### src/sv/ucl_pkg.sv
// Shared types, keyword table and constants of the UART command line parser.
package ucl_pkg;

	// Default line buffer size in bytes, one byte of it kept for the terminator.
	localparam int LINE_BYTES_DEF = 64;

	localparam int KEY_COUNT   = 7;
	localparam int KEY_MAX_LEN = 12;

	localparam logic [7:0] CHR_NUL   = 8'h00;
	localparam logic [7:0] CHR_LF    = 8'h0A;
	localparam logic [7:0] CHR_SPACE = 8'h20;
	localparam logic [7:0] CHR_TAB   = 8'h09;
	localparam logic [7:0] CHR_CR    = 8'h0D;
	localparam logic [7:0] CHR_PLUS  = 8'h2B;
	localparam logic [7:0] CHR_COMMA = 8'h2C;
	localparam logic [7:0] CHR_MINUS = 8'h2D;
	localparam logic [7:0] CHR_ZERO  = 8'h30;
	localparam logic [7:0] CHR_NINE  = 8'h39;

	// Result status codes.
	typedef enum logic [1:0] {
		ST_OK       = 2'd0,
		ST_UNKNOWN  = 2'd1,
		ST_OVERFLOW = 2'd2
	} status_t;

	// Command codes, in the order the keyword prefixes are tested.
	typedef enum logic [2:0] {
		CMD_PUMP_START = 3'd0,
		CMD_PUMP_STOP  = 3'd1,
		CMD_MIST_START = 3'd2,
		CMD_MIST_STOP  = 3'd3,
		CMD_AUTO_ON    = 3'd4,
		CMD_AUTO_OFF   = 3'd5,
		CMD_CLOCK_SET  = 3'd6
	} cmd_t;

	// Phases of the time setting parse: literal prefix, then three fields each with a
	// leading-blank phase, a just-seen-sign phase and a digit phase.
	typedef enum logic [3:0] {
		PH_LITERAL   = 4'd0,
		PH_F0_START  = 4'd1,
		PH_F0_SIGN   = 4'd2,
		PH_F0_DIGITS = 4'd3,
		PH_F1_START  = 4'd4,
		PH_F1_SIGN   = 4'd5,
		PH_F1_DIGITS = 4'd6,
		PH_F2_START  = 4'd7,
		PH_F2_SIGN   = 4'd8,
		PH_F2_DIGITS = 4'd9,
		PH_DONE      = 4'd10,
		PH_FAIL      = 4'd15
	} phase_t;

	// Parser state carried from byte to byte.
	typedef struct packed {
		phase_t          phase;
		logic [2:0][7:0] field;
		logic            negative;
	} time_st_t;

	localparam time_st_t TIME_CLEAR = '{phase: PH_LITERAL, field: '0, negative: 1'b0};

	// Keyword texts, left justified in 12 bytes.
	localparam logic [8*KEY_MAX_LEN-1:0] KEY_TEXT [KEY_COUNT] = '{
		{"PUMP_ON",             40'h0},
		{"PUMP_", "OFF",        32'h0},
		{"MIST_ON",             40'h0},
		{"MIST_", "OFF",        32'h0},
		{"AUTO_", "ENABLE",      8'h0},
		{"AUTO_", "DISABLE"          },
		{"SET_", "TIME",        32'h0}
	};

	localparam logic [3:0] KEY_LEN [KEY_COUNT] = '{
		4'd7, 4'd8, 4'd7, 4'd8, 4'd11, 4'd12, 4'd8
	};

	// Byte idx of keyword k; positions past the text read as zero.
	function automatic logic [7:0] key_byte(input logic [2:0] k, input logic [3:0] idx);
		logic [8*KEY_MAX_LEN-1:0] t;
		t = KEY_TEXT[k] << (8 * idx);
		return t[8*KEY_MAX_LEN-1 -: 8];
	endfunction

	function automatic logic is_digit(input logic [7:0] b);
		return (b >= CHR_ZERO) && (b <= CHR_NINE);
	endfunction

	function automatic logic is_blank(input logic [7:0] b);
		return (b == CHR_SPACE) || ((b >= CHR_TAB) && (b <= CHR_CR));
	endfunction

endpackage

### src/sv/ucl_time_parse.sv
// Next-state logic of the time setting field parser, one byte per call.
module ucl_time_parse (
	input  ucl_pkg::time_st_t cur,
	input  logic              en,
	input  logic              pos_is_eight,
	input  logic [7:0]        rx_byte,
	output ucl_pkg::time_st_t nxt
);
	import ucl_pkg::*;

	typedef enum logic [1:0] {
		SUB_NONE,
		SUB_START,
		SUB_SIGN,
		SUB_DIGITS
	} sub_t;

	sub_t       sub;
	logic [1:0] fld;
	logic [3:0] digit;
	logic [7:0] cur_val;
	logic [7:0] acc_val;

	// Split the phase into field number and position within the field.
	always_comb begin
		fld = 2'd0;
		sub = SUB_NONE;
		unique case (cur.phase)
			PH_F0_START:  begin fld = 2'd0; sub = SUB_START;  end
			PH_F0_SIGN:   begin fld = 2'd0; sub = SUB_SIGN;   end
			PH_F0_DIGITS: begin fld = 2'd0; sub = SUB_DIGITS; end
			PH_F1_START:  begin fld = 2'd1; sub = SUB_START;  end
			PH_F1_SIGN:   begin fld = 2'd1; sub = SUB_SIGN;   end
			PH_F1_DIGITS: begin fld = 2'd1; sub = SUB_DIGITS; end
			PH_F2_START:  begin fld = 2'd2; sub = SUB_START;  end
			PH_F2_SIGN:   begin fld = 2'd2; sub = SUB_SIGN;   end
			PH_F2_DIGITS: begin fld = 2'd2; sub = SUB_DIGITS; end
			default:      begin fld = 2'd0; sub = SUB_NONE;   end
		endcase
	end

	assign digit   = rx_byte[3:0];
	assign cur_val = cur.field[fld];
	// Decimal accumulate, kept modulo 256.
	assign acc_val = 8'({cur_val, 3'b000} + {cur_val, 1'b0} + {4'b0000, digit});

	// Advance the parse by one byte.
	always_comb begin
		nxt = cur;
		if (en) begin
			if (cur.phase == PH_LITERAL) begin
				if (pos_is_eight) begin
					nxt.phase = (rx_byte == CHR_COMMA) ? PH_F0_START : PH_FAIL;
				end
			end else begin
				case (sub)
					SUB_START: begin
						if (is_blank(rx_byte)) begin
							nxt = cur;
						end else if (rx_byte == CHR_PLUS || rx_byte == CHR_MINUS) begin
							nxt.negative   = (rx_byte == CHR_MINUS);
							nxt.field[fld] = 8'd0;
							nxt.phase      = phase_t'(4'(cur.phase + 4'd1));
						end else if (is_digit(rx_byte)) begin
							nxt.negative   = 1'b0;
							nxt.field[fld] = {4'b0000, digit};
							nxt.phase      = phase_t'(4'(cur.phase + 4'd2));
						end else begin
							nxt.phase = PH_FAIL;
						end
					end
					SUB_SIGN: begin
						if (is_digit(rx_byte)) begin
							nxt.field[fld] = {4'b0000, digit};
							nxt.phase      = phase_t'(4'(cur.phase + 4'd1));
						end else begin
							nxt.phase = PH_FAIL;
						end
					end
					SUB_DIGITS: begin
						if (is_digit(rx_byte)) begin
							nxt.field[fld] = acc_val;
						end else begin
							if (cur.negative) begin
								nxt.field[fld] = 8'(8'd0 - cur_val);
							end
							nxt.negative = 1'b0;
							if (fld == 2'd2) begin
								nxt.phase = PH_DONE;
							end else if (rx_byte == CHR_COMMA) begin
								nxt.phase = phase_t'(4'(cur.phase + 4'd1));
							end else begin
								nxt.phase = PH_FAIL;
							end
						end
					end
					default: begin
						nxt = cur;
					end
				endcase
			end
		end
	end

endmodule

### src/sv/uart_command_line_parser.sv
// Top level of the UART command line parser: keyword match, counters and result register.
//
//   Channel  Direction  Handshake            Payload
//   in       sink       in_valid/in_ready    rx_byte
//   out      source     out_valid/out_ready  status, command, hour, minute, second,
//                                            error_total
//
// Each received byte is judged in the cycle it is accepted; a result beat, when the
// byte causes one, appears on the outputs in the next cycle.
// One byte is taken every cycle while in_ready is high; the single result register is the only stage.
// in_ready falls only while a result is held and out_ready is low.
// Reset clears the line, the keyword match, the time parse and the error count.
module uart_command_line_parser #(
	parameter int LINE_BYTES = ucl_pkg::LINE_BYTES_DEF
) (
	input  logic        clk,
	input  logic        arst_n,
	input  logic        in_valid,
	output logic        in_ready,
	input  logic [7:0]  rx_byte,
	output logic        out_valid,
	input  logic        out_ready,
	output logic [1:0]  status,
	output logic [2:0]  command,
	output logic [7:0]  hour,
	output logic [7:0]  minute,
	output logic [7:0]  second,
	output logic [31:0] error_total
);
	import ucl_pkg::*;

	localparam int LEN_W = $clog2(LINE_BYTES);
	localparam logic [LEN_W-1:0] LEN_LIMIT = LEN_W'(LINE_BYTES - 1);

	// Line state
	logic [LEN_W-1:0]     len_q;
	logic [KEY_COUNT-1:0] alive_q;
	logic                 ended_q;
	time_st_t             time_q;
	logic [31:0]          err_q;

	// Result register
	logic        out_valid_q;
	status_t     status_q;
	cmd_t        command_q;
	logic [7:0]  hour_q;
	logic [7:0]  minute_q;
	logic [7:0]  second_q;
	logic [31:0] error_total_q;

	logic                 in_fire;
	logic                 overflow;
	logic                 active;
	logic                 newline;
	logic [KEY_COUNT-1:0] alive_nxt;
	time_st_t             time_nxt;
	logic [2:0]           first_key;
	logic                 any_key;
	logic [31:0]          err_inc;

	assign in_ready = !out_valid_q || out_ready;
	assign in_fire  = in_valid && in_ready;
	assign overflow = (len_q >= LEN_LIMIT);
	assign active   = !ended_q;
	assign newline  = (rx_byte == CHR_LF);
	assign err_inc  = err_q + 32'd1;

	// Drop each keyword whose text differs from the byte at this position.
	always_comb begin
		alive_nxt = alive_q;
		for (int k = 0; k < KEY_COUNT; k++) begin
			if (active && (len_q < LEN_W'(KEY_LEN[k]))
					&& (rx_byte != key_byte(3'(k), len_q[3:0]))) begin
				alive_nxt[k] = 1'b0;
			end
		end
	end

	// First keyword still alive, in test order.
	always_comb begin
		first_key = 3'd0;
		any_key   = 1'b0;
		for (int k = KEY_COUNT - 1; k >= 0; k--) begin
			if (alive_nxt[k]) begin
				first_key = 3'(k);
				any_key   = 1'b1;
			end
		end
	end

	ucl_time_parse u_time_parse (
		.cur          (time_q),
		.en           (active),
		.pos_is_eight (len_q == LEN_W'(8)),
		.rx_byte      (rx_byte),
		.nxt          (time_nxt)
	);

	// Line state update on every accepted byte.
	always_ff @(posedge clk or negedge arst_n) begin
		if (!arst_n) begin
			len_q   <= '0;
			alive_q <= '1;
			ended_q <= 1'b0;
			time_q  <= TIME_CLEAR;
			err_q   <= '0;
		end else if (in_fire) begin
			if (overflow || newline) begin
				len_q   <= '0;
				alive_q <= '1;
				ended_q <= 1'b0;
				time_q  <= TIME_CLEAR;
			end else begin
				len_q   <= LEN_W'(len_q + 1'b1);
				alive_q <= alive_nxt;
				ended_q <= ended_q || (rx_byte == CHR_NUL);
				time_q  <= time_nxt;
			end
			if (overflow) begin
				err_q <= err_inc;
			end else if (newline && !(any_key && first_key != CMD_CLOCK_SET)
					&& !(any_key && time_nxt.phase == PH_DONE)) begin
				err_q <= err_inc;
			end
		end
	end

	// Result valid flag.
	always_ff @(posedge clk or negedge arst_n) begin
		if (!arst_n) begin
			out_valid_q <= 1'b0;
		end else if (in_fire) begin
			out_valid_q <= overflow || newline;
		end else if (out_ready) begin
			out_valid_q <= 1'b0;
		end
	end

	// Result payload, loaded when a byte closes or overflows the line.
	always_ff @(posedge clk) begin
		if (in_fire && (overflow || newline)) begin
			status_q      <= ST_UNKNOWN;
			command_q     <= CMD_PUMP_START;
			hour_q        <= 8'd0;
			minute_q      <= 8'd0;
			second_q      <= 8'd0;
			error_total_q <= err_inc;
			if (overflow) begin
				status_q <= ST_OVERFLOW;
			end else if (any_key && first_key != CMD_CLOCK_SET) begin
				status_q      <= ST_OK;
				command_q     <= cmd_t'(first_key);
				error_total_q <= err_q;
			end else if (any_key && time_nxt.phase == PH_DONE) begin
				status_q      <= ST_OK;
				command_q     <= CMD_CLOCK_SET;
				hour_q        <= time_nxt.field[0];
				minute_q      <= time_nxt.field[1];
				second_q      <= time_nxt.field[2];
				error_total_q <= err_q;
			end
		end
	end

	assign out_valid   = out_valid_q;
	assign status      = status_q;
	assign command     = command_q;
	assign hour        = hour_q;
	assign minute      = minute_q;
	assign second      = second_q;
	assign error_total = error_total_q;

	// An overflowing byte always raises the error count.
	a_overflow_counts: assert property (@(posedge clk) disable iff (!arst_n)
		in_fire && overflow |=> err_q == 32'($past(err_q) + 32'd1))
		else $error("overflow did not raise the error count");

	// A byte that neither ends nor overflows the line gives no result beat.
	a_no_spurious_result: assert property (@(posedge clk) disable iff (!arst_n)
		in_fire && !overflow && !newline |=> !out_valid_q)
		else $error("result beat without a line end");

	// The line grows by one byte or restarts.
	a_length_step: assert property (@(posedge clk) disable iff (!arst_n)
		in_fire |=> (len_q == '0) || (len_q == LEN_W'($past(len_q) + 1'b1)))
		else $error("line length stepped wrongly");

	// Only the time setting command carries time fields.
	a_time_fields: assert property (@(posedge clk) disable iff (!arst_n)
		out_valid_q && command_q != CMD_CLOCK_SET |->
			hour_q == 8'd0 && minute_q == 8'd0 && second_q == 8'd0)
		else $error("time fields set outside the time setting command");

endmodule

### config.mk
export PLATFORM = sky130hd
export DESIGN_NAME = uart_command_line_parser
export DESIGN_NICKNAME = d
export VERILOG_FILES = /design/src/sv/ucl_pkg.sv /design/src/sv/ucl_time_parse.sv /design/src/sv/uart_command_line_parser.sv
export SDC_FILE = /design/constraint.sdc
export NUM_CORES = 1
export LEC_CHECK = 0
export ABC_AREA = 1
export BUFFER_PORTS_ARGS = -buffer_cell sky130_fd_sc_hd__clkbuf_2
export CORE_ASPECT_RATIO = 1.2
export CORE_MARGIN = 2
export CORE_UTILIZATION = 45
export DETAILED_ROUTE_END_ITERATION = 10
export PLACE_DENSITY = 0.66
export SETUP_SLACK_MARGIN = 0.1
export SYNTH_ARGS = -nofsm -noshare
export SYNTH_HDL_FRONTEND = slang
export SYNTH_HIERARCHICAL = 1
export SYNTH_SLANG_ARGS = --single-unit
### constraint.sdc
create_clock -name clk -period 4.7 [get_ports clk]
set_clock_uncertainty 0.15 [all_clocks]
set_input_delay 0.705 -clock clk [delete_from_list [all_inputs] [get_ports clk]]
set_output_delay 0.705 -clock clk [all_outputs]
set_load 0.02 [all_outputs]
==> impl_results.rst, run 1 <==
.. list-table::
   :header-rows: 1

   * - Metric
     - Value
   * - IR Drop Worst-Case VDD
     - 0.000322 V
   * - Routed wire length
     - 32800 um
   * - Die outline height
     - 172 um
   * - Clock tree buffer depth
     - 2
   * - Total global-route track usage
     - 26.9%
   * - Via count of the first global-routing pass
     - between 9k and 10k
   * - Via-to-Cell Ratio
     - 5.51
   * - Count of unique library cells instantiated by Yosys
     - 48
   * - Cell with the most instances after synthesis
     - nand2_1
   * - Post-route DRC violation count
     - 0
   * - Antenna-violating nets left
     - 0
   * - Category of the worst setup path launch point
     - flip-flop
   * - Worst Setup Slack post-DPL
     - 279 ps
   * - Proportion of register bits with asynchronous set or reset after synthesis
     - 55.5%
   * - Portion of synthesized cell area occupied by the leading cell type
     - a little under a fifth
   * - TritonCTS clock tree
     - yes
   * - First-pass GRT wire length
     - 52200 um
   * - Status
     - finished clean
   * - H-tree Lvls
     - 4
   * - Final nets
     - ~1.7k
   * - Number of diodes added for antenna fixing
     - 0
   * - Ranking of synthesized cells by instance count
     - nand2_1 (543), inv_1 (160), nand3_1 (152), nor2_1 (92), o21ai_0 (86)
   * - Static leakage power
     - ~0.0058 uW
   * - Pins Over Slew Limit
     - 0
   * - Critical path type
     - flip-flop to flip-flop
   * - Number of buffers inserted by port buffering
     - 74
   * - Number of endpoints with negative hold slack in the final report
     - 0
   * - Kind of path behind the tightest hold check
     - input port to async pin
   * - Clock Tree Root
     - clkbuf_16
   * - CP Data Required Time
     - 4820 ps
   * - Synthesized area divided by synthesized cell count
     - 6.81 sq um
   * - Initial core utilization
     - around 46%
   * - Final critical-path setup slack
     - 469 ps
   * - Power density relative to cell area
     - 684 nW/um^2
   * - R2R depth
     - 18
   * - Initial antenna violation count
     - 0
   * - Min Clock Period, post-route
     - 4230 ps
   * - Ratio of final minimum period to clock period
     - 90.0%
   * - Primary flip-flop cell chosen by synthesis mapping
     - dfrtp_1
   * - Synth area leaders
     - nand2_1 (19%), edfxtp_1 (17%), dfrtp_1 (16%)
   * - Routed vias
     - 10.7k
   * - Cells resized by post-CTS repair
     - 0
   * - Cts bufs inserted
     - 17
   * - Portion of the post-synthesis area used by sequential elements
     - 35.3%
   * - CTS clock-pin slew for the worst setup and hold paths
     - 70 ps
   * - Iteration-0 DRC count of the detailed router
     - 1116
   * - Critical path peak fanout
     - 16
   * - Post-Synthesis Net Count
     - between 1.5k and 2k
   * - Number of failing setup endpoints in the final timing report
     - 0
   * - Setup slack of the most critical reg-to-reg path
     - 470 ps
   * - Number of detailed-routing iterations run before antenna repair
     - 8
   * - Clock Sink Count
     - 137
   * - Placeable Area
     - 23200 sq um
   * - Critical Path AT
     - 4360 ps
   * - Half-perimeter wire length after detailed placement
     - between 20000 and 25000 um
   * - Cells after Synth
     - 1559
   * - Clock latency on the worst-skew pair
     - 420 ps
   * - Congestion Overflow GR
     - 0
   * - Cell taking the most area after synthesis
     - nand2_1
   * - Launch point of the worst reg-to-reg path
     - time_q[26]
   * - Postcts setup bufs
     - 0
   * - I/O pin cnt
     - 75
   * - Area growth syn-to-layout
     - 11.4%
   * - Worst-case headroom to the max-slew limit
     - 33.8%
   * - Area of the mapped netlist
     - 10600 sq um
   * - Maximum number of pins on one net before global-route repair
     - 60
   * - Layout cells sized above 1
     - between 10% and 20%
   * - Final GP Congestion
     - 0.922
   * - FF+latch count, synth
     - 137
   * - Number of warnings printed during yosys synthesis
     - 6
   * - Layout fillers
     - approximately 2.4k
   * - Number of synthesized flops with an enable pin
     - 61
   * - Endpoint of the worst-slack reg-to-reg timing path
     - second[6]
   * - Highest attainable clock frequency
     - 236 MHz
   * - Chip Width
     - 144 um
   * - Standard-cell row count
     - between 60 and 70
   * - RSZ-0062 raised after global routing
     - yes
   * - Crit path capture type
     - flip-flop
   * - Post-DR wirelength/cell
     - between 15 and 20 um
   * - Pin slew with the least headroom to its limit
     - roughly 1000 ps
   * - DIE AREA
     - 24800 sq um
   * - Final-layout setup total negative slack
     - 0 ps
   * - Max-cap violations
     - 0
   * - Number of hold-repair buffers added at the cts stage
     - 0
[flip-flops by register name, indices dropped and copies added, names as in the netlist]
signal       flops
err_q           32
error_total     32
time_q          29
hour             8
minute           8
second           8
alive_q          7
len_q            6
command          3
status           2
ended_q          1
out_valid        1
[where the power goes]
part           total (uW)  switching (uW)  internal [uW]
logic                5080            3610           1470
clock network        1310             562            752
registers            1700             268           1430
total                8090            4440           3650
[critical path, stage by stage, from the launching register on]
cell      delay [ps]
dfrtp_1          510
ha_1             290
inv_1            240
nand3_4          250
nand3_1          160
nand2_1           70
nor2_2           140
inv_1            110
fa_1             540
inv_1             60
fa_1             460
o221ai_1         250
xor2_1           290
nand2_1           90
a21oi_1          150
nand2_1           60
nand2_1           50
inv_1             50
nor3_2           170
[worst max-delay path by stage]
stage,slack (ps),cells after the start,end,start
after floorplan,550,6,command[0],rx_byte[1]
after detailed placement,280,16,second[6],time_q[26]
final,470,18,second[6],time_q[26]
after global routing,80,24,hour[7],time_q[26]
after global placement,270,16,second[6],time_q[26]
after CTS,250,21,hour[7],time_q[26]
[routing by layer]
metal,part of all wire [%],track usage (%),vias up
met5,0,0,-
met4,4.2,13.0,0
met3,6.1,3.41,102
met2,48,44.8,438
met1,41,34.7,4981
li1,-,-,5207
[per-stage QoR]
step	util, %	instance area, sq um	cells	total power [uW]	hold slack, ps
floorplan	-	10600	1559	5410	259
detailed placement	48.5	11200	1916	6630	313
CTS	50.9	11800	1948	7980	184
finish	51.0	11800	1948	8090	171
global route	51.0	11800	1948	8760	216
global placement	48.5	11200	1916	6610	306
[final cells by class]
type                       instances  area, sq um  area share, %
clock inverter                    12          116          0.984
multi-input combinational       1181         5850           49.5
timing repair buffer             101          588           4.97
sequential                       137         3740           31.6
clock buffer                      20          447           3.78
tap                              315          394           3.33
inverter                         182          688           5.82
[kinds of logic (layout without fill, tap and decap cells)]
kind of cell,after synthesis,count (layout),share of synthesized area [%]
buffers and inverters,241,315,9.86
xor gates and xnor gates,39,39,3.29
AOI/OAI and AO/OA,219,219,11.3
adders and majority gates,30,30,3.68
and+or+nand+nor,893,893,36.6
DFF,137,137,35.3
[cell usage in the layout, fill, tap and decap left out, drive strengths merged]
master   count
and3         1
o21bai       4
a2111oi      1
nor2       102
o221ai       1
dfstp        7
nor4         8
ha          28
o2111ai      2
nand3b       1
fa           2
nor3        50
bufinv       1
nand4       19
o211ai      19
dfrtp       69
o21ai      121
nand2      555
xor2        38
a22oi        1
o22ai        2
buf         28
a21oi       66
xnor2        1
inv        185
a31oi        1
or2          2
edfxtp      61
o31ai        1
nor3b        2
clkinv       8
clkbuf      93
nand3      153
No activity file was read; power rests on OpenSTA's default activity.
==> inputs of run 2 (changes only) <==
--- a/config.mk
+++ b/config.mk
@@ -7,6 +7,7 @@
 export LEC_CHECK = 0
 export ABC_AREA = 1
 export BUFFER_PORTS_ARGS = -buffer_cell sky130_fd_sc_hd__clkbuf_2
+export CAP_MARGIN = 25
 export CORE_ASPECT_RATIO = 1.2
 export CORE_MARGIN = 2
 export CORE_UTILIZATION = 45
@@ -15,5 +16,4 @@
 export SETUP_SLACK_MARGIN = 0.1
 export SYNTH_ARGS = -nofsm -noshare
 export SYNTH_HDL_FRONTEND = slang
-export SYNTH_HIERARCHICAL = 1
 export SYNTH_SLANG_ARGS = --single-unit
==> run 2 against run 1 <==
Compared with the run above: maximum frequency grew 0.97%; cell area shrank 3.9%; non-clock buffer count shrank 5; sequential cell count is the same.
==> impl_results.rst, run 2 <==
.. list-table::
   :header-rows: 1

   * - Metric
     - Value
   * - Critical path peak fanout
     - 25
   * - Ratio of final minimum period to clock period
     - 89.2%
   * - Crit path capture type
     - flip-flop
   * - Crit-path cells
     - inv_1 -> ha_1 -> nor2_2 -> nor2_2 -> nand3_1 -> nand2_1 -> nand2_1 -> nor2_1 -> nand2_1 -> nand2_1 -> nand2_1 -> nand2_1 -> inv_2 -> nand2_2 -> nor2_2 -> nand4_2 -> nor2_1
   * - Kind of cell adding the most delay to the critical path
     - simple AND/OR/NAND/NOR gates
   * - Placed instance area
     - 10800 sq um
   * - Number of warnings printed during yosys synthesis
     - 0
   * - IR Drop Worst-Case VDD
     - between 0.0002 and 0.0003 V
   * - Status
     - finished clean
   * - Worst-case headroom to the max-slew limit
     - a little under a third
   * - Power density relative to cell area
     - 613 nW/um^2
   * - Half-perimeter wire length after detailed placement
     - 21300 um
   * - Synth area leaders
     - edfxtp_1 (18%), nand2_1 (18%), dfrtp_1 (17%)
   * - Most frequent cells in the layout
     - nand2_1 (488), nand3_1 (151), nor2_1 (101)
   * - Overall Power
     - 6960 uW
   * - Proportion of register bits with asynchronous set or reset after synthesis
     - 55.5%
   * - Layout cells sized above 1
     - between 10% and 20%
   * - Largest stage delay on the critical path
     - between 700 and 800 ps
   * - Number of diodes added for antenna fixing
     - 0
   * - Category of the worst setup path launch point
     - flip-flop
   * - Ranking of synthesized cells by instance count
     - nand2_1 (488), nand3_1 (151), nor2_1 (102), inv_1 (100), o21ai_0 (77)
   * - Post-layout instance area
     - 11400 sq um
   * - TritonCTS clock tree
     - yes
   * - Max-cap violations
     - 0
   * - Critical-path top delay cell
     - nand4_2
   * - CP Data Required Time
     - 4790 ps
   * - Launch point of the worst reg-to-reg path
     - len_q[1]
   * - Final-layout setup total negative slack
     - 0 ps
   * - Placeable Area
     - 22400 sq um
   * - CP startpoint
     - len_q[1]
   * - Critical path type
     - flip-flop to flip-flop
   * - I/O pin cnt
     - 75
   * - Primary flip-flop cell chosen by synthesis mapping
     - dfrtp_1
   * - Area growth syn-to-layout
     - 11.2%
   * - Number of detailed-routing iterations run before antenna repair
     - 5
   * - Iteration-0 DRC count of the detailed router
     - 733
   * - Worst-case hold slack
     - 162 ps
   * - RSZ-0062 raised after global routing
     - no
   * - Most common cell after layout, fill and taps aside
     - nand2_1
   * - Number of synthesized flops with an enable pin
     - 61
   * - Non-Filler Instances
     - 1795
   * - Crit path buf inv count
     - 2
   * - DIE AREA
     - 23900 sq um
   * - Number of hold-repair buffers added at the cts stage
     - 0
   * - Portion of synthesized cell area occupied by the leading cell type
     - 17.9%
   * - Chip Width
     - ~140 um
   * - Antenna-violating nets left
     - 0
   * - Highest attainable clock frequency
     - 239 MHz
   * - Pin slew with the least headroom to its limit
     - 1050 ps
   * - Synthesized area divided by synthesized cell count
     - 7.02 sq um
   * - CTS clock-pin slew for the worst setup and hold paths
     - 60 ps
   * - Layout fillers
     - around 2.2k
   * - Maximum number of pins on one net before global-route repair
     - roughly 80
   * - Most used cell along the critical path
     - nand2_1
   * - Portion of the post-synthesis area used by sequential elements
     - 36.6%
   * - H-tree Lvls
     - 4
   * - Post-DR wirelength/cell
     - roughly 17 um
   * - Routed vias
     - 10.1k
   * - Clock latency on the worst-skew pair
     - 430 ps
   * - Congestion Overflow GR
     - 0
   * - Static leakage power
     - 0.00537 uW
   * - Standard-cell row count
     - 60
   * - Clock Sink Count
     - ~140
   * - Cell with the most instances after synthesis
     - nand2_1
   * - Number of failing setup endpoints in the final timing report
     - 0
   * - Area of the mapped netlist
     - between 10000 and 15000 sq um
   * - FF+latch count, synth
     - 137
   * - Cts bufs inserted
     - 17
   * - Min Clock Period, post-route
     - 4190 ps
   * - Final nets
     - 1544
   * - Post-Synthesis Net Count
     - ~1.5k
   * - Die outline height
     - 169 um
   * - Total global-route track usage
     - 25.9%
   * - Final GP Congestion
     - 0.986
   * - Count of unique library cells instantiated by Yosys
     - 49
   * - Cells after Synth
     - between 1k and 1.5k
   * - Initial antenna violation count
     - 0
   * - Number of endpoints with negative hold slack in the final report
     - 0
   * - Via-to-Cell Ratio
     - about 5.6
   * - Area taken by flip-flops and latches
     - about 3700 sq um
   * - Pins Over Slew Limit
     - 0
   * - Critical Path AT
     - 4280 ps
   * - Clock tree buffer depth
     - 2
   * - Initial core utilization
     - 45.7%
   * - Cell taking the most area after synthesis
     - edfxtp_1
   * - Area of the multi-input gates
     - 5670 sq um
   * - First-pass GRT wire length
     - about 50000 um
   * - Clock Tree Root
     - clkbuf_16
   * - Kind of path behind the tightest hold check
     - input port to async pin
   * - Via count of the first global-routing pass
     - 9452
   * - Number of placed instances, taps included
     - ~1.8k
   * - Post-route DRC violation count
     - 0
   * - Routed wire length
     - roughly 31000 um
   * - Number of buffers inserted by port buffering
     - 74
-- run 2: cell count changes after synthesis, moves of 9 or more --
| cell | before | now |
|---|---|---|
| buf_2 | 20 | 32 |
| o21ai_0 | 86 | 77 |
| nand2_1 | 543 | 488 |
| nor3_2 | 20 | 1 |
| xnor2_1 | 1 | 12 |
| nor2_1 | 92 | 102 |
| nor3_1 | 30 | 17 |
| o21ai_1 | 35 | 7 |
| buf_4 | 12 | 3 |
| o22ai_1 | 2 | 13 |
| inv_1 | 160 | 100 |
| nand4_1 | 18 | 53 |
-- run 2: logic make-up after synthesis --
logic type,share of synthesized area [%]
XOR/XNOR,3.86
flip-flops,36.6
buffers and inverters,7.96
adder cells (fa/ha/maj),3.70
AO/OA/AOI/OAI,11.1
AND/OR/NAND/NOR,36.8
-- run 2: worst register-to-register path, cell delays in order, from the launching register on --
cell     delay, ps
dfrtp_1        600
inv_1          250
ha_1           400
nor2_2         280
nor2_2         100
nand3_1         80
nand2_1         90
nand2_1         60
nor2_1          40
nand2_1        140
nand2_1         90
nand2_1        110
nand2_1         70
inv_2           70
nand2_2         80
nor2_2         280
nand4_2        720
nor2_1         380
-- run 2: cell type report --
cell class | instances | area share (%)
flip-flops and latches | 137 | 32.9
clock inverters | 12 | 1.23
inverters | 122 | 4.03
well taps | 279 | 3.07
repair buffers | 96 | 4.85
multi-input cells | 1129 | 49.9
clock buffers | 20 | 4.02
-- run 2: path summary, 6_finish.rpt --
| kind | end | slack, ps | cells past startpoint |
|---|---|---|---|
| max in group asynchronous | alive_q[2] | 3350 | 2 |
| setup reg to reg | minute[2] | 510 | 17 |
| min in group clk | alive_q[0] | 370 | 2 |
| hold reg to reg | alive_q[0] | 370 | 2 |
| hold / removal | time_q[16] | 160 | 1 |
| setup / recovery | minute[2] | 510 | 17 |
-- run 2: what timing repair did --
item | in CTS | in global routing
gates resized for setup | 0 | 0
buffers inserted | 0 | 1
endpoints found under the setup margin | 0 | 5
-- run 2: per-layer routing --
metal	track usage (%)	wire length, um	vias to the layer above
met5	0	0	-
met2	42.6	14500	424
met1	34.1	13100	4661
met3	3.22	1820	84
li1	-	-	4958
met4	11.7	1150	0
-- run 2: metrics by stage --
step	utilization (%)	setup slack (ps)
finish	50.8	510
global route	50.8	282
CTS	50.8	416
detailed placement	48.1	440
global placement	48.1	463
floorplan	-	524
-- run 2: power by group --
group | leakage (uW) | internal, uW | total, uW | switching (uW)
registers | 0.00156 | 1420 | 1630 | 214
logic | 0.00353 | 1210 | 3950 | 2740
clock network | 0.000284 | 817 | 1370 | 558
total | 0.00537 | 3450 | 6960 | 3510
==> inputs of run 3 (changes only) <==
--- a/config.mk
+++ b/config.mk
@@ -12,7 +12,7 @@
 export CORE_MARGIN = 2
 export CORE_UTILIZATION = 45
 export DETAILED_ROUTE_END_ITERATION = 10
-export PLACE_DENSITY = 0.66
+export PLACE_DENSITY = 0.71
 export SETUP_SLACK_MARGIN = 0.1
 export SYNTH_ARGS = -nofsm -noshare
 export SYNTH_HDL_FRONTEND = slang
==> run 3 against run 2 <==
Compared with the run above: first-iteration DRC count up 41%; cell count about the same; clock power about the same; largest cell class unchanged.
==> impl_results.rst, run 3 (synthesis results as in run 2) <==
.. list-table::
   :header-rows: 1

   * - Metric
     - Value
   * - RSZ-0062 raised after global routing
     - no
   * - Layout cells sized above 1
     - 12.5%
   * - Postcts setup bufs
     - 0
   * - Power density relative to cell area
     - just over 600 nW/um^2
   * - Global routing usage on met2
     - 43.0%
   * - Most frequent cells in the layout
     - nand2_1 (488), nand3_1 (151), nor2_1 (101)
   * - Antenna-violating nets left
     - 0
   * - Clock tree buffer depth
     - 2
   * - Placeable Area
     - between 20000 and 25000 sq um
   * - Initial antenna violation count
     - 0
   * - Clock Sink Count
     - 137
   * - Via-to-Cell Ratio
     - 5.70
   * - CP Data Required Time
     - 4710 ps
   * - Highest attainable clock frequency
     - 239 MHz
   * - Via count of the first global-routing pass
     - 9832
   * - Final-layout setup total negative slack
     - 0 ps
   * - Final GP Congestion
     - 0.982
   * - Worst Setup Slack post-DPL
     - 575 ps
   * - First-pass GRT wire length
     - 49800 um
   * - Cts bufs inserted
     - 17
   * - Most crowded layer after global routing
     - met2
   * - Clock latency on the worst-skew pair
     - 430 ps
   * - Most common cell after layout, fill and taps aside
     - nand2_1
   * - I/O pin cnt
     - 75
   * - TritonCTS clock tree
     - yes
   * - Post-DR wirelength/cell
     - about 17 um
   * - Congestion Overflow GR
     - 0
   * - Initial core utilization
     - between 40% and 50%
   * - Area growth syn-to-layout
     - 11.0%
   * - Routed wire length
     - 30800 um
   * - Final nets
     - between 1.5k and 2k
   * - H-tree Lvls
     - 4
   * - Number of detailed-routing iterations run before antenna repair
     - 5
   * - Max-cap violations
     - 0
   * - Post-route DRC violation count
     - 0
   * - Number of failing setup endpoints in the final timing report
     - 0
   * - Number of hold-repair buffers added at the cts stage
     - 0
   * - Crit path capture type
     - flip-flop
   * - Layout fillers
     - 2231
   * - Number of buffers inserted by port buffering
     - 74
   * - Clock Tree Root
     - clkbuf_16
   * - CTS clock-pin slew for the worst setup and hold paths
     - 60 ps
   * - Ratio of final minimum period to clock period
     - about nine tenths
   * - Critical path peak fanout
     - 16
   * - Met3 Usage GRT
     - 3.54%
   * - Half-perimeter wire length after detailed placement
     - 21300 um
   * - IR Drop Worst-Case VDD
     - 0.000298 V
   * - Min Clock Period, post-route
     - 4180 ps
   * - Die outline height
     - 169 um
   * - Total global-route track usage
     - 26.1%
   * - Maximum number of pins on one net before global-route repair
     - 75
   * - Number of endpoints with negative hold slack in the final report
     - 0
   * - Worst-case headroom to the max-slew limit
     - 37.1%
   * - Pins Over Slew Limit
     - 0
   * - Kind of path behind the tightest hold check
     - input port to async pin
   * - Number of diodes added for antenna fixing
     - 0
   * - Critical path type
     - flip-flop to flip-flop
   * - Cells resized by post-CTS repair
     - 0
   * - Utilization after layout
     - roughly 51%
   * - Chip Width
     - 142 um
   * - Static leakage power
     - 0.00536 uW
   * - Critical Path AT
     - 4200 ps
   * - Pin slew with the least headroom to its limit
     - 933 ps
   * - Category of the worst setup path launch point
     - flip-flop
   * - DIE AREA
     - 23900 sq um
   * - Standard-cell row count
     - 60
   * - Final critical-path setup slack
     - 516 ps
   * - Iteration-0 DRC count of the detailed router
     - 1032
   * - Routed vias
     - ~10k
   * - Status
     - finished clean
   * - Met1 usage in global routing
     - 33.6%
run 3: cell count changes in the layout (fill, tap and decap cells not counted):
cell,before,now
clkinv_4,2,3
clkinv_1,0,1
inv_6,4,6
clkbuf_8,2,0
clkinvlp_4,3,2
clkinv_2,1,0
buf_12,1,0
run 3: final cells by class:
cell class / instances / area (sq um) / area share, %
well taps: 279 / 349 / 3.08
multi-input cells: 1129 / 5670 / 50.0
repair buffers: 95 / 531 / 4.68
clock inverters: 14 / 158 / 1.39
inverters: 122 / 458 / 4.04
flip-flops and latches: 137 / 3740 / 33.0
clock buffers: 18 / 429 / 3.79
run 3: power by group:
group / switching, uW / leakage, uW / internal (uW)
sequential: 219 / 0.00156 / 1420
combinational: 2710 / 0.00352 / 1210
clock: 564 / 0.000280 / 792
run 3: path summary, 6_finish.rpt:
| kind | start | end | slack, ps | depth (start not counted) |
|---|---|---|---|---|
| setup / recovery | time_q[25] | hour[6] | 520 | 16 |
| hold / removal | arst_n | time_q[22] | 180 | 1 |
| setup reg to reg | time_q[25] | hour[6] | 520 | 16 |
| hold reg to reg | alive_q[6] | alive_q[6] | 360 | 2 |
| max in group asynchronous | arst_n | alive_q[3] | 3300 | 2 |
| min in group clk | alive_q[6] | alive_q[6] | 360 | 2 |
run 3: metal layers:
metal  wire (um)  vias up
met1       12900     4735
met5           0        -
met4        1360        0
met3        2000      103
met2       14500      454
li1            -     4937
run 3: through the flow:
step,std cells,hold slack (ps),total power (uW),area (sq um)
5_1_grt,1794,234,7480,11300
3_5_place_dp,1762,355,5480,10700
3_3_place_gp,1762,348,5460,10700
6_report,1794,180,6920,11300
2_1_floorplan,1455,259,4540,10200
4_1_cts,1794,201,6850,11300
run 3: critical path, stage by stage (launching register included):
cell and delay (ps):
dfrtp_1 490, ha_1 240, nand3b_1 410, inv_1 310, nor2_8 100, nand2_1 70, nand3_1 180, fa_1 560
inv_1 70, fa_1 450, o21ai_0 180, a21oi_1 90, xor2_1 170, nand2_1 90, a21oi_1 70, a21boi_0 230
nor2_1 60
